$ cat src/hw/rtl/lbb_pkg.sv
// Shared types and constants for the LCD bitmap blit stream unit.
package lbb_pkg;

  localparam int SCREEN_COLS  = 84;
  localparam int SCREEN_ROWS  = 6;

  localparam logic [7:0] WIDTH_MASK   = 8'h3F;
  localparam int         HEIGHT_SHIFT = 6;
  localparam logic [7:0] CMD_SET_COL  = 8'h80;
  localparam logic [7:0] CMD_SET_ROW  = 8'h40;

  localparam int QUEUE_DEPTH = 4;
  localparam int QPTR_W      = $clog2(QUEUE_DEPTH);

  // One classified strip byte: row commands and/or one data byte.
  typedef struct packed {
    logic       cmds;
    logic       data;
    logic [6:0] col;
    logic [2:0] row;
    logic [7:0] data_val;
  } lbb_job_t;

  typedef enum logic [1:0] {
    BK_HEAD,
    BK_ROW_CMD,
    BK_DATA
  } lbb_back_state_t;

endpackage

$ cat src/hw/rtl/lbb_front.sv
// Front end: accepts items, tracks the image position and classifies strip bytes.
module lbb_front
  import lbb_pkg::*;
(
  input  logic       clk,
  input  logic       rst_n,
  input  logic       in_valid,
  output logic       in_ready,
  input  logic       in_kind,
  input  logic [2:0] in_start_row,
  input  logic [6:0] in_start_col,
  input  logic       in_invert_pixels,
  input  logic [7:0] in_image_byte,
  input  logic       q_full,
  output logic       q_push,
  output lbb_job_t   q_job
);

  logic       active_r, active_nxt;
  logic [2:0] rows_left_r, rows_left_nxt;
  logic [6:0] image_width_r, image_width_nxt;
  logic [5:0] strip_offset_r, strip_offset_nxt;
  logic [2:0] current_row_r, current_row_nxt;
  logic [6:0] origin_col_r, origin_col_nxt;
  logic       invert_latch_r, invert_latch_nxt;

  logic       accept;
  logic       row_start;
  logic       col_on_screen;
  logic [6:0] offset_inc;
  logic [3:0] next_row;
  logic [7:0] col_sum;
  logic [7:0] width_field;

  assign in_ready = !q_full;
  assign accept   = in_valid && in_ready;

  assign row_start     = (strip_offset_r == 6'd0);
  assign col_sum       = {1'b0, origin_col_r} + {2'b00, strip_offset_r};
  assign col_on_screen = (col_sum < 8'(SCREEN_COLS));
  assign offset_inc    = {1'b0, strip_offset_r} + 7'd1;
  assign next_row      = {1'b0, current_row_r} + 4'd1;
  assign width_field   = in_image_byte & WIDTH_MASK;

  always_comb begin
    q_job.cmds     = row_start;
    q_job.data     = col_on_screen;
    q_job.col      = origin_col_r;
    q_job.row      = current_row_r;
    q_job.data_val = invert_latch_r ? ~in_image_byte : in_image_byte;
  end

  // push only strip bytes that produce at least one result
  assign q_push = accept && in_kind && active_r && (row_start || col_on_screen);

  always_comb begin
    active_nxt       = active_r;
    rows_left_nxt    = rows_left_r;
    image_width_nxt  = image_width_r;
    strip_offset_nxt = strip_offset_r;
    current_row_nxt  = current_row_r;
    origin_col_nxt   = origin_col_r;
    invert_latch_nxt = invert_latch_r;
    if (accept) begin
      if (!in_kind) begin
        rows_left_nxt    = {1'b0, 2'(in_image_byte >> HEIGHT_SHIFT)} + 3'd1;
        image_width_nxt  = {1'b0, width_field[5:0]} + 7'd1;
        strip_offset_nxt = 6'd0;
        current_row_nxt  = in_start_row;
        origin_col_nxt   = in_start_col;
        invert_latch_nxt = in_invert_pixels;
        active_nxt       = ({1'b0, in_start_row} < 4'(SCREEN_ROWS));
      end else if (active_r) begin
        if (offset_inc >= image_width_r) begin
          // end of row: advance to next bank row, drop image past the bottom
          strip_offset_nxt = 6'd0;
          rows_left_nxt    = rows_left_r - 3'd1;
          current_row_nxt  = next_row[2:0];
          if (rows_left_r == 3'd1 || next_row >= 4'(SCREEN_ROWS)) begin
            active_nxt = 1'b0;
          end
        end else begin
          strip_offset_nxt = offset_inc[5:0];
        end
      end
    end
  end

  always_ff @(posedge clk) begin
    if (!rst_n) begin
      active_r       <= 1'b0;
      rows_left_r    <= 3'd0;
      image_width_r  <= 7'd0;
      strip_offset_r <= 6'd0;
      current_row_r  <= 3'd0;
      origin_col_r   <= 7'd0;
      invert_latch_r <= 1'b0;
    end else begin
      active_r       <= active_nxt;
      rows_left_r    <= rows_left_nxt;
      image_width_r  <= image_width_nxt;
      strip_offset_r <= strip_offset_nxt;
      current_row_r  <= current_row_nxt;
      origin_col_r   <= origin_col_nxt;
      invert_latch_r <= invert_latch_nxt;
    end
  end

endmodule

$ cat src/hw/rtl/lbb_queue.sv
// Short job queue between the front end and the back end.
module lbb_queue
  import lbb_pkg::*;
(
  input  logic     clk,
  input  logic     rst_n,
  input  logic     q_push,
  input  lbb_job_t q_job,
  input  logic     q_pop,
  output lbb_job_t q_head,
  output logic     q_full,
  output logic     q_empty
);

  lbb_job_t          slot_r [QUEUE_DEPTH];
  logic [QPTR_W-1:0] wr_ptr_r, wr_ptr_nxt;
  logic [QPTR_W-1:0] rd_ptr_r, rd_ptr_nxt;
  logic [QPTR_W:0]   count_r, count_nxt;
  logic              do_push, do_pop;

  assign q_full  = (count_r == (QPTR_W+1)'(QUEUE_DEPTH));
  assign q_empty = (count_r == '0);
  assign q_head  = slot_r[rd_ptr_r];

  assign do_push = q_push && !q_full;
  assign do_pop  = q_pop && !q_empty;

  always_comb begin
    wr_ptr_nxt = wr_ptr_r;
    rd_ptr_nxt = rd_ptr_r;
    count_nxt  = count_r;
    if (do_push) begin
      wr_ptr_nxt = (wr_ptr_r == QPTR_W'(QUEUE_DEPTH - 1)) ? '0 : wr_ptr_r + 1'b1;
    end
    if (do_pop) begin
      rd_ptr_nxt = (rd_ptr_r == QPTR_W'(QUEUE_DEPTH - 1)) ? '0 : rd_ptr_r + 1'b1;
    end
    if (do_push && !do_pop) begin
      count_nxt = count_r + 1'b1;
    end else if (do_pop && !do_push) begin
      count_nxt = count_r - 1'b1;
    end
  end

  always_ff @(posedge clk) begin
    if (!rst_n) begin
      wr_ptr_r <= '0;
      rd_ptr_r <= '0;
      count_r  <= '0;
    end else begin
      wr_ptr_r <= wr_ptr_nxt;
      rd_ptr_r <= rd_ptr_nxt;
      count_r  <= count_nxt;
    end
  end

  always_ff @(posedge clk) begin
    if (do_push) begin
      slot_r[wr_ptr_r] <= q_job;
    end
  end

endmodule

$ cat src/hw/rtl/lbb_back.sv
// Back end: expands queued jobs into command and data bytes behind an output register.
module lbb_back
  import lbb_pkg::*;
(
  input  logic       clk,
  input  logic       rst_n,
  input  lbb_job_t   q_head,
  input  logic       q_empty,
  output logic       q_pop,
  output logic       out_valid,
  input  logic       out_ready,
  output logic [7:0] out_byte,
  output logic       out_is_data,
  output logic       out_last
);

  lbb_back_state_t state_r, state_nxt;

  logic       out_valid_r, out_valid_nxt;
  logic [7:0] out_byte_r;
  logic       out_is_data_r;
  logic       out_last_r;

  logic       load;
  logic [7:0] res_byte;
  logic       res_is_data;
  logic       res_last;

  assign load = !q_empty && (!out_valid_r || out_ready);

  always_comb begin
    state_nxt = state_r;
    if (load) begin
      unique case (state_r)
        BK_HEAD:    state_nxt = q_head.cmds ? BK_ROW_CMD : BK_HEAD;
        BK_ROW_CMD: state_nxt = q_head.data ? BK_DATA : BK_HEAD;
        BK_DATA:    state_nxt = BK_HEAD;
        default:    state_nxt = BK_HEAD;
      endcase
    end
  end

  always_comb begin
    res_byte    = q_head.data_val;
    res_is_data = 1'b1;
    res_last    = 1'b1;
    q_pop       = 1'b0;
    unique case (state_r)
      BK_HEAD: begin
        if (q_head.cmds) begin
          res_byte    = CMD_SET_COL | {1'b0, q_head.col};
          res_is_data = 1'b0;
          res_last    = 1'b0;
        end else begin
          q_pop = load;
        end
      end
      BK_ROW_CMD: begin
        res_byte    = CMD_SET_ROW | {5'd0, q_head.row};
        res_is_data = 1'b0;
        res_last    = !q_head.data;
        q_pop       = load && !q_head.data;
      end
      BK_DATA: begin
        q_pop = load;
      end
      default: begin
        q_pop = 1'b0;
      end
    endcase
  end

  always_comb begin
    out_valid_nxt = out_valid_r;
    if (load) begin
      out_valid_nxt = 1'b1;
    end else if (out_ready) begin
      out_valid_nxt = 1'b0;
    end
  end

  always_ff @(posedge clk) begin
    if (!rst_n) begin
      state_r     <= BK_HEAD;
      out_valid_r <= 1'b0;
    end else begin
      state_r     <= state_nxt;
      out_valid_r <= out_valid_nxt;
    end
  end

  // hold the result until the transfer completes
  always_ff @(posedge clk) begin
    if (load) begin
      out_byte_r    <= res_byte;
      out_is_data_r <= res_is_data;
      out_last_r    <= res_last;
    end
  end

  assign out_valid   = out_valid_r;
  assign out_byte    = out_byte_r;
  assign out_is_data = out_is_data_r;
  assign out_last    = out_last_r;

endmodule

$ cat src/hw/rtl/lcd_bitmap_blit_stream_unit.sv
// Top level of the LCD bitmap blit stream unit.
//
//   channel | direction | handshake             | payload
//   --------+-----------+-----------------------+-------------------------------------------
//   in      | input     | in_valid / in_ready   | kind, start_row, start_col, invert, byte
//   out     | output    | out_valid / out_ready | out_byte, is_data, last
//
// The front end takes one item per cycle while the job queue has room.
// The back end sends one result byte per cycle while out_ready is high: a strip
// byte yields a data byte when its column is on screen, and one that opens a row
// first yields a column command and a row command.
// Headers and swallowed bytes produce no result.
// Reset is synchronous, active low, and clears image state, queue and output valid.
// A stalled output fills the queue; in_ready drops when the queue is full.
module lcd_bitmap_blit_stream_unit
  import lbb_pkg::*;
(
  input  logic       clk,
  input  logic       rst_n,
  input  logic       in_valid,
  output logic       in_ready,
  input  logic       in_kind,
  input  logic [2:0] in_start_row,
  input  logic [6:0] in_start_col,
  input  logic       in_invert_pixels,
  input  logic [7:0] in_image_byte,
  output logic       out_valid,
  input  logic       out_ready,
  output logic [7:0] out_byte,
  output logic       out_is_data,
  output logic       out_last
);

  logic     q_push;
  logic     q_pop;
  logic     q_full;
  logic     q_empty;
  lbb_job_t q_job;
  lbb_job_t q_head;

  lbb_front u_front (
    .clk              (clk),
    .rst_n            (rst_n),
    .in_valid         (in_valid),
    .in_ready         (in_ready),
    .in_kind          (in_kind),
    .in_start_row     (in_start_row),
    .in_start_col     (in_start_col),
    .in_invert_pixels (in_invert_pixels),
    .in_image_byte    (in_image_byte),
    .q_full           (q_full),
    .q_push           (q_push),
    .q_job            (q_job)
  );

  lbb_queue u_queue (
    .clk     (clk),
    .rst_n   (rst_n),
    .q_push  (q_push),
    .q_job   (q_job),
    .q_pop   (q_pop),
    .q_head  (q_head),
    .q_full  (q_full),
    .q_empty (q_empty)
  );

  lbb_back u_back (
    .clk         (clk),
    .rst_n       (rst_n),
    .q_head      (q_head),
    .q_empty     (q_empty),
    .q_pop       (q_pop),
    .out_valid   (out_valid),
    .out_ready   (out_ready),
    .out_byte    (out_byte),
    .out_is_data (out_is_data),
    .out_last    (out_last)
  );

  // a column command never ends an item's results
  a_col_cmd_not_last: assert property (@(posedge clk) disable iff (!rst_n)
    out_valid && !out_is_data && out_byte[7] |-> !out_last)
    else $error("column command marked last");

  // a row command only addresses an on-screen bank row
  a_row_cmd_on_screen: assert property (@(posedge clk) disable iff (!rst_n)
    out_valid && !out_is_data && !out_byte[7] |-> ({1'b0, out_byte[2:0]} < 4'(SCREEN_ROWS)))
    else $error("row command addresses an off-screen row");

  // the row command follows its column command in the next cycle
  a_row_after_col: assert property (@(posedge clk) disable iff (!rst_n)
    out_valid && out_ready && !out_is_data && out_byte[7]
      |=> out_valid && !out_is_data && !out_byte[7])
    else $error("column command not followed by row command");

  // a header never queues a job
  a_header_no_push: assert property (@(posedge clk) disable iff (!rst_n)
    in_valid && in_ready && !in_kind |-> !q_push)
    else $error("header produced a job");

endmodule

$ cat config.mk
export PLATFORM = sky130hd
export DESIGN_NAME = lcd_bitmap_blit_stream_unit
export DESIGN_NICKNAME = d
export VERILOG_FILES = /design/src/hw/rtl/lbb_pkg.sv /design/src/hw/rtl/lbb_front.sv /design/src/hw/rtl/lbb_queue.sv /design/src/hw/rtl/lbb_back.sv /design/src/hw/rtl/lcd_bitmap_blit_stream_unit.sv
export SDC_FILE = /design/constraint.sdc
export NUM_CORES = 1
export LEC_CHECK = 0
export ABC_AREA = 0
export BUFFER_PORTS_ARGS = -buffer_cell sky130_fd_sc_hd__buf_2
export CAP_MARGIN = 20
export CORE_ASPECT_RATIO = 1.2
export CORE_MARGIN = 10
export CORE_UTILIZATION = 55
export CTS_BUF_LIST = sky130_fd_sc_hd__clkbuf_4 sky130_fd_sc_hd__clkbuf_8
export CTS_CLUSTER_DIAMETER = 120
export CTS_CLUSTER_SIZE = 24
export DETAILED_ROUTE_END_ITERATION = 10
export PLACE_DENSITY = 0.7
export SYNTH_ARGS = -nofsm -noshare
export SYNTH_HDL_FRONTEND = slang
export SYNTH_SLANG_ARGS = --single-unit
$ cat constraint.sdc
create_clock -name clk -period 7.5 [get_ports clk]
set_clock_uncertainty 0.1 [all_clocks]
set_input_delay 1.5 -clock clk [delete_from_list [all_inputs] [get_ports clk]]
set_output_delay 1.5 -clock clk [all_outputs]
set_load 0.02 [all_outputs]
==> Yosys cells after proc, flatten, opt, wreduce, memory -nomap -nowiden <==
Memory sizes are Yosys's and may differ from the RTL's. A register that Yosys moved wholly into a read port is not among the register bits.
Cells that the tools add are included.
Widths: inputs -> output; s select.
{ "word_totals": {"word_cells": 101, "n_memories": 1, "ram_bits": 80, "reg_bits": 48} }
{ "memory_table": {"columns": ["memory", "depth", "word_bits", "read_ports", "rd_ports_with_merged_regs", "wr", "line", "rtl"], "rows": [
  ["u_queue.slot_r", 4, 20, 1, 1, 1, "lbb_queue.sv:15", "lbb_job_t slot_r [QUEUE_DEPTH];"]
]} }
{ "op_classes": {"n_addsub": 10, "mux": 34, "bitwise_logic": 2, "magnitude_cmp": 4, "n_reduce_logical": 27, "n_eq_ne": 8} }
{ "op_table": {"columns": ["op", "n"], "rows": [
  ["$mux 3", 8],
  ["$mux 6", 3],
  ["$mux 8", 2],
  ["$pmux 8 s2", 1],
  ["$add 6x1->7 const B", 2],
  ["$mux 1", 11],
  ["$logic_and 1x1->1", 10],
  ["$mux 2", 5],
  ["$add 7x6->8", 1],
  ["$lt 8x7->1 const B", 1],
  ["$not 8->8", 1],
  ["$ge 7x7->1", 1],
  ["$eq 2x2->1 const B", 3],
  ["$logic_not 1->1", 6],
  ["$logic_not 6->1", 1],
  ["$sub 3x1->3 const B", 2],
  ["$add 2x1->2 const B", 2],
  ["$add 3x1->4 const B", 1],
  ["$ge 4x3->1 const B", 1],
  ["$ne 2x1->1 const B", 2],
  ["$pmux 1 s2", 2],
  ["$pmux 2 s2", 1],
  ["$reduce_and 2->1", 2],
  ["$reduce_bool 2->1", 2],
  ["other kinds (12)", 14]
]} }

==> Logic depth before layout (Yosys ltp) <==
Gate-level depths: netlist (run 1).
{ "logic_depth": {"ltp_word": 11, "ltp_mapped": 12, "mapped_depth_nobuf": 12} }

==> By module <==
A second synthesis (run 1) with hierarchy kept.
{ "hier_totals": {"hier_cells": 448, "area_unflattened_um2": 5941.9} }
{ "modules_own_cells": {"columns": ["module", "cells_per_inst", "n_inst", "area_per_inst_um2"], "rows": [
  ["lbb_queue", 155, 1, 3358.2],
  ["lbb_front", 237, 1, 1953.1],
  ["lbb_back", 56, 1, 630.6]
]} }

==> Worst setup path after synthesis (run 1) <==
Ideal clock, no wire load.
{ "synth_timing": {"path_type": "input -> register", "startpoint": "input in_kind", "endpoint": "register u_queue.count_r[2]", "setup_time_ns": 0.070, "path_slack_ns": 3.824, "arrival_time_ns": 3.506, "cell_stages": 10, "n_path_buf": 1, "path_cell_list": "clkbuf_1 nand2_1 a311o_1 a21oi_4 ha_1 inv_1 fa_1 xor2_1 or3_1 a21oi_1"} }
{ "synth_via": {"elab_chain_cells": 7, "word_cells_on_any_way": 9, "cone_classes": "mux (1); reduce/logical (8)"} }
{ "synth_rtl": {"columns": ["element", "line", "rtl"], "rows": [
  ["from (decl)", "lcd_bitmap_blit_stream_unit.sv:22", "input logic in_kind,"],
  ["$logic_and 1x1->1 (*) (3 in series)", "lbb_front.sv:54", "assign q_push = accept && in_kind && active_r && (row_start || col_on_screen);"],
  ["$logic_and 1x1->1 (*)", "lbb_queue.sv:25", "assign do_push = q_push && !q_full;"],
  ["named net u_queue.do_push", "lbb_queue.sv:19", "logic do_push, do_pop;"],
  ["$logic_not 1->1", "lbb_queue.sv:40", "end else if (do_pop && !do_push) begin"],
  ["$logic_and 1x1->1", "lbb_queue.sv:40", null],
  ["$reduce_bool 2->1 (no line)", null, null],
  ["to (signal assigned)", "lbb_queue.sv:53", "count_r <= count_nxt;"],
  ["to (decl)", "lbb_queue.sv:18", "logic [QPTR_W:0] count_r, count_nxt;"]
]} }
The timed path passes the listed nets; every way through them passes the cells marked *.
A chain may end at the register's enable or synchronous reset.

==> Worst setup path in the final report (run 1) <==
{ "layout_timing": {"startpoint": "register u_front.strip_offset_r[4]", "endpoint": "register u_queue.count_r[2]"} }
{ "layout_via": {"elab_chain_cells": 8, "word_cells_on_any_way": 11, "cone_classes": "add/sub (1); order compare (1); mux (1); reduce/logical (8)"} }
{ "layout_rtl": {"columns": ["element", "line", "rtl"], "rows": [
  ["from (decl)", "lbb_front.sv:22", "logic [5:0] strip_offset_r, strip_offset_nxt;"],
  ["from (signal assigned)", "lbb_front.sv:102", "strip_offset_r <= strip_offset_nxt;"],
  ["$add 7x6->8", "lbb_front.sv:39", "assign col_sum = {1'b0, origin_col_r} + {2'b00, strip_offset_r};"],
  ["$lt 8x7->1", "lbb_front.sv:40", "assign col_on_screen = (col_sum < 8'(SCREEN_COLS));"],
  ["$logic_or 1x1->1 (*)", "lbb_front.sv:54", null],
  ["$logic_and 1x1->1 (*)", "lbb_front.sv:54", null],
  ["$logic_and 1x1->1 (*)", "lbb_queue.sv:25", null],
  ["named net u_queue.do_push", "lbb_queue.sv:19", null],
  ["$logic_not 1->1", "lbb_queue.sv:40", null],
  ["$logic_and 1x1->1", "lbb_queue.sv:40", null],
  ["$reduce_bool 2->1 (no line)", null, null]
]} }
Marked as above.

==> results.cfg, run 1 <==
[timing]
rsz0062_at_grt = false
holdWs_ns = 0.359
period_share = 0.472
timing.fmax_mhz = 283
hold_violations = 0
min_period_ns = 3.54
worst_slew_pin_slew_ns = 1.04
setup-violations-final = 0
slew_headroom = 0.304
fin_setup_tns_ns = 0
drv_slew = 0

[pwr]
finalPower_mw = 1.89
peakVddDrop_v = 0.000124
combPwrFrac = 0.234
p_seq_frac = 0.479
intPower_mw = 1.33
power_frac_clock = 0.287
powerDensity_nw_per_um2 = 289
leakagePower_nw = 2.38
p_sw_frac = 0.295
power_switching_mw = 0.557

[die]
std_cell_rows = 41
fp.dieW_um = 114
initial_utilization = 0.562
die_h_um = 133
die_area_um2 = 15200
top_level_ports = 36
coreArea_um2 = 10500

[route]
wirelength_um = 11400
wl_met1_um = 4760
dr_wl_met3_um = 417
post_drt_wl_per_cell_um = 17.8
drt_iter0_markers = 171
top_layer_used = met4
wl_met2_um = 6000
drcViolationCount = 0
first_pass_iters = 4
viasPerCell = 5.77
ant_nets = 0
vias = 3701

[global_route]
grt_overflow = 0
grt_use_total = 0.157
grt_pass1_vias = 3872
antenna_found_initial = 0
grt_first_pass_wirelength_um = 18900
grt_max_degree = 30

[setup_path]
cp_slowest_stage_delay_ns = 0.48
worstPathRequired_ns = 7.74
r2r_cells = 12
cp_slowest_cell = dfxtp_1
cp_data_arrival_time_ns = 3.77
setup.worst_path.end_class = register
reg2reg_to = u_queue.count_r[2]$_SDFFE_PN0P_
cp-start-kind = register
path_cells = ha_1, a21o_1, a211oi_2, o21bai_1, a311o_1, a21oi_4, ha_1, inv_1, fa_1, xor2_1, or3_1, a21oi_1
path_class = register to register
reg2reg_slack_ns = 3.96
r2r_start = u_front.strip_offset_r[4]$_SDFFE_PN0P_
cp_common_cell = ha_1
worst-path-max-fanout = 7

[final_layout]
fin_nets = 550
diodes = 0
area_growth_syn_to_layout_pct = 10.9
fillers = 860
drive_gt1_frac = 0.166

[synth]
avgSynthCellArea_um2 = 12.8
synth_async_sr_flop_share = 0
syn_inst = 461
synth-xor-area-share = 0.0313
synthFlopType = edfxtp_1
muxShareOfSynthArea = 0.0819
synth_top_family_by_area = simple AND/OR/NAND/NOR gates
yosysWarnings = 0
ys_ff_latch = 130
synthSimpleGateAreaFrac = 0.102
synth_compound_area_frac = 0.101
yosys.cell_types.count = 53
syn-num-nets = 512
syn_area_um2 = 5880
synth-edff-count = 90
yosysSeqAreaShare = 0.596
synth_fa_ha_area_frac = 0.0604

[cts]
cts_tree = done
cts_root_buffer = clkbuf_8
cts_made_buffers = 17
clk_pin_slew_worst_paths_ns = 0.07
cts_sinks = 130
cts_max_path_buffers = 2
ctsHoldBuffers = 0
cts_setup_buffers = 0
clock_latency_ns = 0.42
cts.repair.resized = 0
cts_max_level = 4

[flow_run]
drv_cap = 0

[worst_hold_path]
hold_path.class = register to register
min_to = u_front.rows_left_r[1]$_SDFFE_PN0P_
hold_depth = 2
min-delay-start = u_front.rows_left_r[1]$_SDFFE_PN0P_

[outcome]
outcome = complete, no violations

[place]
gp_congestion = 0.805
hpwl_um = 8070
io_buffers = 35
## kinds of logic (layout without fill, tap and decap cells)
group,count (synthesis),count (layout)
DFF,130,130
and+or+nand+nor,129,129
AOI/OAI and AO/OA,90,90
buffers and inverters,40,91
adders and majority gates,28,28
muxes,23,23
xor gates and xnor gates,21,21
## critical path, delay by kind of cell (launching register included)
kind,cells,cell delay (ns)
xor+xnor,1,0.18
compound gates,6,1.40
flops,1,0.48
simple gates,1,0.30
buf+inv,1,0.06
fa+ha+maj,3,0.95
## cell usage in the layout (no fill, tap or decap), drive strengths merged, types with 9 or more instances in the layout
cell type and n:
nand2 56, a211oi 9, dfxtp 40, inv 22, edfxtp 90, nand3 12
clkbuf 25, xor2 16, mux4 18, a21oi 33, o21ai 16, nor2 25
buf 37, ha 26
## layer usage
| layer | GRT usage | vias to the layer above |
|---|---|---|
| li1 | - | 1804 |
| met1 | 0.178 | 1789 |
| met2 | 0.265 | 89 |
| met3 | 0.0427 | 19 |
| met4 | 0.0739 | 0 |
| met5 | 0 | - |
## power groups by stage
| stage | Sequential [mW] | Clock [mW] | Combinational, mW |
|---|---|---|---|
| after floorplan | 0.939 | 0 | 0.306 |
| after global placement | 0.917 | 0 | 0.435 |
| after detailed placement | 0.921 | 0 | 0.447 |
| after CTS | 0.905 | 0.553 | 0.449 |
| after global routing | 0.913 | 0.584 | 0.495 |
| final | 0.905 | 0.542 | 0.441 |
## area by class of cell
cell class / instances / area, µm² / area share
flip-flops and latches: 130 / 3500 / 0.537
multi-input cells: 291 / 2220 / 0.340
clock buffers: 25 / 307 / 0.0470
repair buffers: 37 / 190 / 0.0292
well taps: 129 / 161 / 0.0248
inverters: 22 / 82.6 / 0.0127
clock inverters: 7 / 57.6 / 0.00883
## cell usage after synthesis, types with 3 or more instances
cell type,instances,area (µm²)
edfxtp_1,90,2700
nand2_1,54,203
dfxtp_1,40,801
a21oi_1,32,160
ha_1,26,325
nor2_1,25,93.8
inv_1,22,82.6
xor2_1,16,140
o21ai_0,13,65.1
nand3_1,12,60.1
clkbuf_1,11,41.3
mux4_2,11,248
a211oi_1,8,60.1
mux4_1,7,184
or3_1,6,37.5
a21o_1,5,37.5
and2_1,5,31.3
mux2i_1,5,50.1
xnor2_1,5,43.8
buf_2,4,20.0
nand4_1,4,25.0
nor2b_1,4,25.0
nor3_1,4,20.0
o221ai_1,4,35.0
o22a_1,4,35.0
nand2b_1,3,18.8
nor4_1,3,18.8
o211ai_1,3,22.5
o21a_1,3,22.5
o21ai_1,3,15.0
## worst max path at each step
stage / slack [ns] / depth (start not counted) / startpoint / endpoint
after floorplan: 3.82 / 10 / in_kind / u_queue.count_r[2]$_SDFFE_PN0P_
after global placement: 3.81 / 10 / in_kind / u_queue.count_r[2]$_SDFFE_PN0P_
after detailed placement: 3.74 / 10 / in_kind / u_queue.count_r[2]$_SDFFE_PN0P_
after CTS: 3.97 / 12 / u_front.strip_offset_r[1]$_SDFFE_PN0P_ / u_queue.count_r[2]$_SDFFE_PN0P_
after global routing: 3.74 / 12 / u_front.strip_offset_r[4]$_SDFFE_PN0P_ / u_queue.count_r[2]$_SDFFE_PN0P_
final: 3.96 / 12 / u_front.strip_offset_r[4]$_SDFFE_PN0P_ / u_queue.count_r[2]$_SDFFE_PN0P_
## through the flow
stage	std cells	worst slack, ns	area, µm²	utilization
floorplan	461	3.82	5880	-
finish	641	3.96	6520	0.623
global route	641	3.74	6520	0.623
detailed placement	609	3.74	6160	0.588
CTS	641	3.97	6520	0.623
global placement	609	3.81	6160	0.588
## registers in the layout, indices dropped and copies added, names as in the netlist, named ones only
name,cells
u_back.out_last,1
u_front.rows_left_r,3
u_queue.slot_r,80
u_back.state_r,2
u_queue.rd_ptr_r,2
u_front.active_r,1
u_front.invert_latch_r,1
u_front.image_width_r,7
u_back.out_byte,8
u_front.current_row_r,3
u_front.origin_col_r,7
u_back.out_is_data,1
u_front.strip_offset_r,6
u_queue.count_r,3
u_queue.wr_ptr_r,2
u_back.out_valid,1
(Power assumes the default switching activity.)
==> inputs of run 2 (changes only) <==
--- a/config.mk
+++ b/config.mk
@@ -15,7 +15,7 @@
 export CTS_CLUSTER_DIAMETER = 120
 export CTS_CLUSTER_SIZE = 24
 export DETAILED_ROUTE_END_ITERATION = 10
-export PLACE_DENSITY = 0.7
+export PLACE_DENSITY = 0.73
 export SYNTH_ARGS = -nofsm -noshare
 export SYNTH_HDL_FRONTEND = slang
 export SYNTH_SLANG_ARGS = --single-unit
==> constraint.sdc (replaced) <==
create_clock -name clk -period 2.95 [get_ports clk]
set_clock_uncertainty 0.1 [all_clocks]
set_input_delay 0.59 -clock clk [delete_from_list [all_inputs] [get_ports clk]]
set_output_delay 0.59 -clock clk [all_outputs]
set_load 0.02 [all_outputs]
==> run 2 against run 1 <==
Sequential share of layout area is 2.7 points lower. Sequential cell count is the same. Routed wire length increased by 6.7%. Combinational power increased to 2.7 times the previous value. Global-route usage is 0.74 points higher. Worst hold slack got worse by 0.052 ns. Register-to-register slack got worse by 4.0 ns. Sequential power rose to 2.6 times the previous value. Via count increased by 4.8%. Non-clock buffer count increased by 24. Largest cell class unchanged. First-iteration DRC count increased by 26%.
==> results.cfg, run 2 (synthesized netlist as in run 1, its figures left out) <==
[outcome]
outcome = complete, no violations

[route]
wirelength_um = 12100
first_pass_iters = 5
drcViolationCount = 0
post_drt_wl_per_cell_um = 18.3
viasPerCell = 5.83
vias = 3880
drt_iter0_markers = 215
ant_nets = 0

[final_layout]
fin_nets = 574
drive_gt1_frac = 0.233
mostFrequentLayoutCells = 90 x edfxtp_1, 54 x nand2_1, 35 x buf_2, 33 x dfxtp_1, 31 x a21oi_1
area_growth_syn_to_layout_pct = 17.1
diodes = 0
final_common_cell = edfxtp_1
finalNonFillerCells = 665
register_area_um2 = 3510
largest_register_ffs = 80
multi_input_area_um2 = 2310
top_register = u_queue.slot_r
fillers = 786

[setup_path]
setup.worst_path.end_class = register
cp_slowest_cell = a311o_1
worst-path-max-fanout = 3
path_cells = ha_4, a31o_4, a211oi_4, o21bai_1, a311o_1, a21oi_4, ha_4, inv_2, fa_2, xor2_1, or3_1, a21oi_2
r2r_cells = 12
worstPathRequired_ns = 3.21
cp_common_cell = ha_4
cp_data_arrival_time_ns = 3.21
path_class = register to register
cp_slowest_stage_delay_ns = 0.36
cp-start-kind = register

[place]
dpl.cell_count = 630
hpwl_um = 8450
pre_cts_ws_ns = -0.0236
gp_congestion = 0.859
io_buffers = 35

[die]
coreArea_um2 = 10500
std_cell_rows = 41
initial_utilization = 0.562
die_area_um2 = 15200
die_h_um = 133
top_level_ports = 36
fp.dieW_um = 114

[cts]
cts_max_path_buffers = 2
cts_made_buffers = 17
clk_pin_slew_worst_paths_ns = 0.07
cts_tree = done
cts_max_level = 4
clock_latency_ns = 0.43
cts_sinks = 130
ctsHoldBuffers = 0
cts_root_buffer = clkbuf_8

[flow_run]
drv_cap = 0

[global_route]
grt_use_total = 0.164
antenna_found_initial = 0
grt_overflow = 0
grt_pass1_vias = 3980
grt_first_pass_wirelength_um = 19700
grt_max_degree = 21

[pwr]
peakVddDrop_v = 0.000303
leakagePower_nw = 2.52
finalPower_mw = 5.02
powerDensity_nw_per_um2 = 728

[worst_hold_path]
hold_depth = 3
hold_path.class = primary input to register

[timing]
fin_setup_tns_ns = 0
hold_violations = 0
drv_slew = 0
holdWs_ns = 0.308
timing.fmax_mhz = 339
slew_headroom = 0.573
setup_slack_ns = 0.00266
rsz0062_at_grt = true
worst_slew_pin_slew_ns = 0.640
min_period_ns = 2.95
setup-violations-final = 0
period_share = 0.999
-- run 2: cell types whose count changed in the layout (fill, tap and decap cells not counted), sizes merged --
cell	previous run	this run
bufinv	1	3
clkbuf	25	24
clkinv	6	5
buf	37	61
-- run 2: worst paths after layout --
check	start	to	slack [ns]
min reg2reg	u_front.image_width_r[1]$_SDFFE_PN0P_	u_front.image_width_r[1]$_SDFFE_PN0P_	0.37
max reg2reg	u_front.strip_offset_r[1]$_SDFFE_PN0P_	u_queue.count_r[2]$_SDFFE_PN0P_	0.003
max	u_front.strip_offset_r[1]$_SDFFE_PN0P_	u_queue.count_r[2]$_SDFFE_PN0P_	0.003
min	in_start_col[0]	u_front.origin_col_r[0]$_SDFFE_PN0P_	0.31
-- run 2: cell type report --
cell class,instances,share of cell area
well taps,129,0.0234
flip-flops and latches,130,0.510
repair buffers,61,0.0610
multi-input cells,291,0.336
clock inverters,8,0.0160
clock buffers,24,0.0416
inverters,22,0.0120
-- run 2: per-stage QoR --
step	utilization	cell area (µm²)
after global placement	0.614	6420
after global routing	0.658	6890
after floorplan	-	5940
final	0.658	6890
after CTS	0.655	6850
after detailed placement	0.614	6420
-- run 2: where the power goes --
group          switching (mW)  internal (mW)  leakage (nW)
sequential              0.135           2.18          1.14
clock                   0.632          0.889         0.207
combinational           0.682          0.503          1.17
total                    1.45           3.57          2.52
-- run 2: metal layers --
layer	vias up	wire length, µm	global-route usage	share of wire
met5	-	0	0	0
met3	18	597	0.0431	0.049
met4	0	251	0.0746	0.021
li1	1841	-	-	-
met1	1916	5010	0.186	0.41
met2	105	6280	0.280	0.52
-- run 2: critical path: cells and delay by family (launching register included) --
kind / cells / cell delay (ns)
AND/OR/NAND/NOR: 1 / 0.32
adder cells (fa/ha/maj): 3 / 0.74
buffers and inverters: 1 / 0.04
flip-flops: 1 / 0.34
AO/OA/AOI/OAI: 6 / 1.20
XOR/XNOR: 1 / 0.15
-- run 2: timing repair --
| item | 4_1_cts | 5_1_grt |
|---|---|---|
| resized for setup | 3 | 8 |
| setup buffers | 2 | 1 |
| hold endpoints to repair | 0 | 0 |
| endpoints found under the setup margin | 1 | 3 |
| pin swaps | 7 | 5 |
==> inputs of run 3 (changes only) <==
--- a/config.mk
+++ b/config.mk
@@ -7,11 +7,9 @@
 export LEC_CHECK = 0
 export ABC_AREA = 0
 export BUFFER_PORTS_ARGS = -buffer_cell sky130_fd_sc_hd__buf_2
-export CAP_MARGIN = 20
 export CORE_ASPECT_RATIO = 1.2
 export CORE_MARGIN = 10
 export CORE_UTILIZATION = 55
-export CTS_BUF_LIST = sky130_fd_sc_hd__clkbuf_4 sky130_fd_sc_hd__clkbuf_8
 export CTS_CLUSTER_DIAMETER = 120
 export CTS_CLUSTER_SIZE = 24
 export DETAILED_ROUTE_END_ITERATION = 10
==> run 3 against run 2 <==
Critical endpoint unchanged. Maximum frequency down 1.3%. The run now ends with negative setup slack left. Largest power group unchanged. First-iteration DRC count up 21%. Global-route usage up 0.88 points.
==> results.cfg, run 3 (synthesized netlist as in run 1, its figures left out) <==
[outcome]
outcome = finished, violations left
failed_checks = negative setup slack

[die]
die_area_um2 = 15200
die_h_um = 133
top_level_ports = 36
std_cell_rows = 41
initial_utilization = 0.562
coreArea_um2 = 10500
fp.dieW_um = 114

[worst_hold_path]
min-delay-start = in_start_col[2]
hold_path.class = primary input to register
min_to = u_front.origin_col_r[2]$_SDFFE_PN0P_
hold_depth = 3

[global_route]
grt_pass1_vias = 4033
grt_first_pass_wirelength_um = 20500
grt_max_degree = 21
grt_use_total = 0.173
antenna_found_initial = 0
grt_overflow = 0

[setup_path]
cp-start-kind = register
critPathTopFamily = compound AO/OA/AOI/OAI gates
cp_slowest_cell = a311o_1
reg2reg_slack_ns = -0.04
worst-path-buf-inv = 1
setup.worst_path.end_class = register
reg2reg_to = u_queue.count_r[2]$_SDFFE_PN0P_
r2r_cells = 12
worst-path-max-fanout = 3
r2r_start = u_front.strip_offset_r[1]$_SDFFE_PN0P_
cp_slowest_stage_delay_ns = 0.36
worstPathRequired_ns = 3.19
path_cells = ha_4, a31o_4, a211oi_4, o21bai_2, a311o_1, a21oi_4, ha_2, inv_2, fa_2, xor2_1, or3_1, a21oi_1
cp_data_arrival_time_ns = 3.22
path_class = register to register

[pwr]
leakagePower_nw = 2.58
powerDensity_nw_per_um2 = 788
peakVddDrop_v = 0.000450

[cts]
cts_made_buffers = 17
cts_setup_buffers = 0
clk_pin_slew_worst_paths_ns = 0.06
cts_root_buffer = clkbuf_16
clock_latency_ns = 0.42
cts_max_level = 4
cts_tree = done
cts_sinks = 130
ctsHoldBuffers = 0
cts_max_path_buffers = 2

[flow_run]
drv_cap = 0

[timing]
worst_slew_pin_slew_ns = 0.645
rsz0062_at_grt = true
drv_slew = 0
setup-violations-final = 1
period_share = 1.01
min_period_ns = 2.99
hold_violations = 0
slew_headroom = 0.570
timing.fmax_mhz = 335
setup_slack_ns = -0.0368
fin_setup_tns_ns = -0.0368

[final_layout]
final_cell_area_um2 = 7010
drive_gt1_frac = 0.212
register_area_um2 = 3510
fin_util = 0.670
fin_nets = 571
diodes = 0
top_register = u_queue.slot_r
multi_input_area_um2 = 2290
fillers = 772
largest_register_ffs = 80
area_growth_syn_to_layout_pct = 19.2
mostFrequentLayoutCells = 90 x edfxtp_1, 54 x nand2_1, 35 x buf_2, 33 x dfxtp_1, 32 x a21oi_1
final_common_cell = edfxtp_1

[route]
ant_nets = 0
viasPerCell = 5.84
drcViolationCount = 0
vias = 3865
drt_iter0_markers = 260
first_pass_iters = 5
wirelength_um = 12700
post_drt_wl_per_cell_um = 19.1

[place]
gp_congestion = 0.859
hpwl_um = 8450
pre_cts_ws_ns = -0.0236
io_buffers = 35
placed_cell_area_um2 = 6420
run 3: cell count changes in the layout (fill, tap and decap cells not counted), moves of 3 or more:
cell / delta
clkbuf_8: -17
clkbuf_1: +7
buf_4: -3
clkbuf_16: +17
clkbuf_4: -7
run 3: where the power goes:
part / switching, mW / leakage [nW] / internal (mW)
sequential: 0.139 / 1.14 / 2.18
combinational: 0.684 / 1.17 / 0.495
clock: 0.716 / 0.270 / 1.31
run 3: layer usage:
layer,GRT usage,wire [µm],vias to the layer above
met3,0.0431,623,25
met5,0,0,-
li1,-,-,1842
met1,0.197,5160,1882
met2,0.291,6570,116
met4,0.0886,303,0
run 3: how the worst max path moves through the flow:
stage,cells after the start,slack [ns],endpoint,startpoint
6_report,12,-0.04,u_queue.count_r[2]$_SDFFE_PN0P_,u_front.strip_offset_r[1]$_SDFFE_PN0P_
5_1_grt,11,-0.16,u_queue.count_r[2]$_SDFFE_PN0P_,u_front.origin_col_r[2]$_SDFFE_PN0P_
4_1_cts,12,-0.07,u_queue.count_r[2]$_SDFFE_PN0P_,u_front.strip_offset_r[1]$_SDFFE_PN0P_
3_5_place_dp,12,-0.02,u_queue.count_r[2]$_SDFFE_PN0P_,u_front.strip_offset_r[1]$_SDFFE_PN0P_
3_3_place_gp,12,0.04,u_queue.count_r[2]$_SDFFE_PN0P_,u_front.strip_offset_r[1]$_SDFFE_PN0P_
2_1_floorplan,12,0.008,u_queue.count_r[2]$_SDFFE_PN0P_,u_front.strip_offset_r[4]$_SDFFE_PN0P_
run 3: repair_timing:
action / 4_1_cts / 5_1_grt
gates resized for setup: 2 / 6
endpoints found under the setup margin: 1 / 5
pin swaps: 1 / 1
run 3: worst register-to-register path: stages (launching register included):
cell and delay, ns:
dfxtp_2 0.33, ha_4 0.24, a31o_4 0.24, a211oi_4 0.23, o21bai_2 0.10, a311o_1 0.36
a21oi_4 0.14, ha_2 0.20, inv_2 0.04, fa_2 0.33, xor2_1 0.18, or3_1 0.31
a21oi_1 0.13
run 3: cell type report:
class,instances,area share
multi-input combinational,291,0.327
clock inverter,8,0.0157
tap,129,0.0230
clock buffer,24,0.0644
timing repair buffer,58,0.0568
sequential,130,0.501
inverter,22,0.0118
run 3: stage by stage:
step | power (mW) | hold WS [ns] | instances
final | 5.53 | 0.321 | 662
after global routing | 5.77 | 0.320 | 662
after CTS | 5.56 | 0.314 | 662
after detailed placement | 3.52 | 0.358 | 630
after global placement | 3.48 | 0.347 | 630
after floorplan | 3.17 | 0.335 | 461
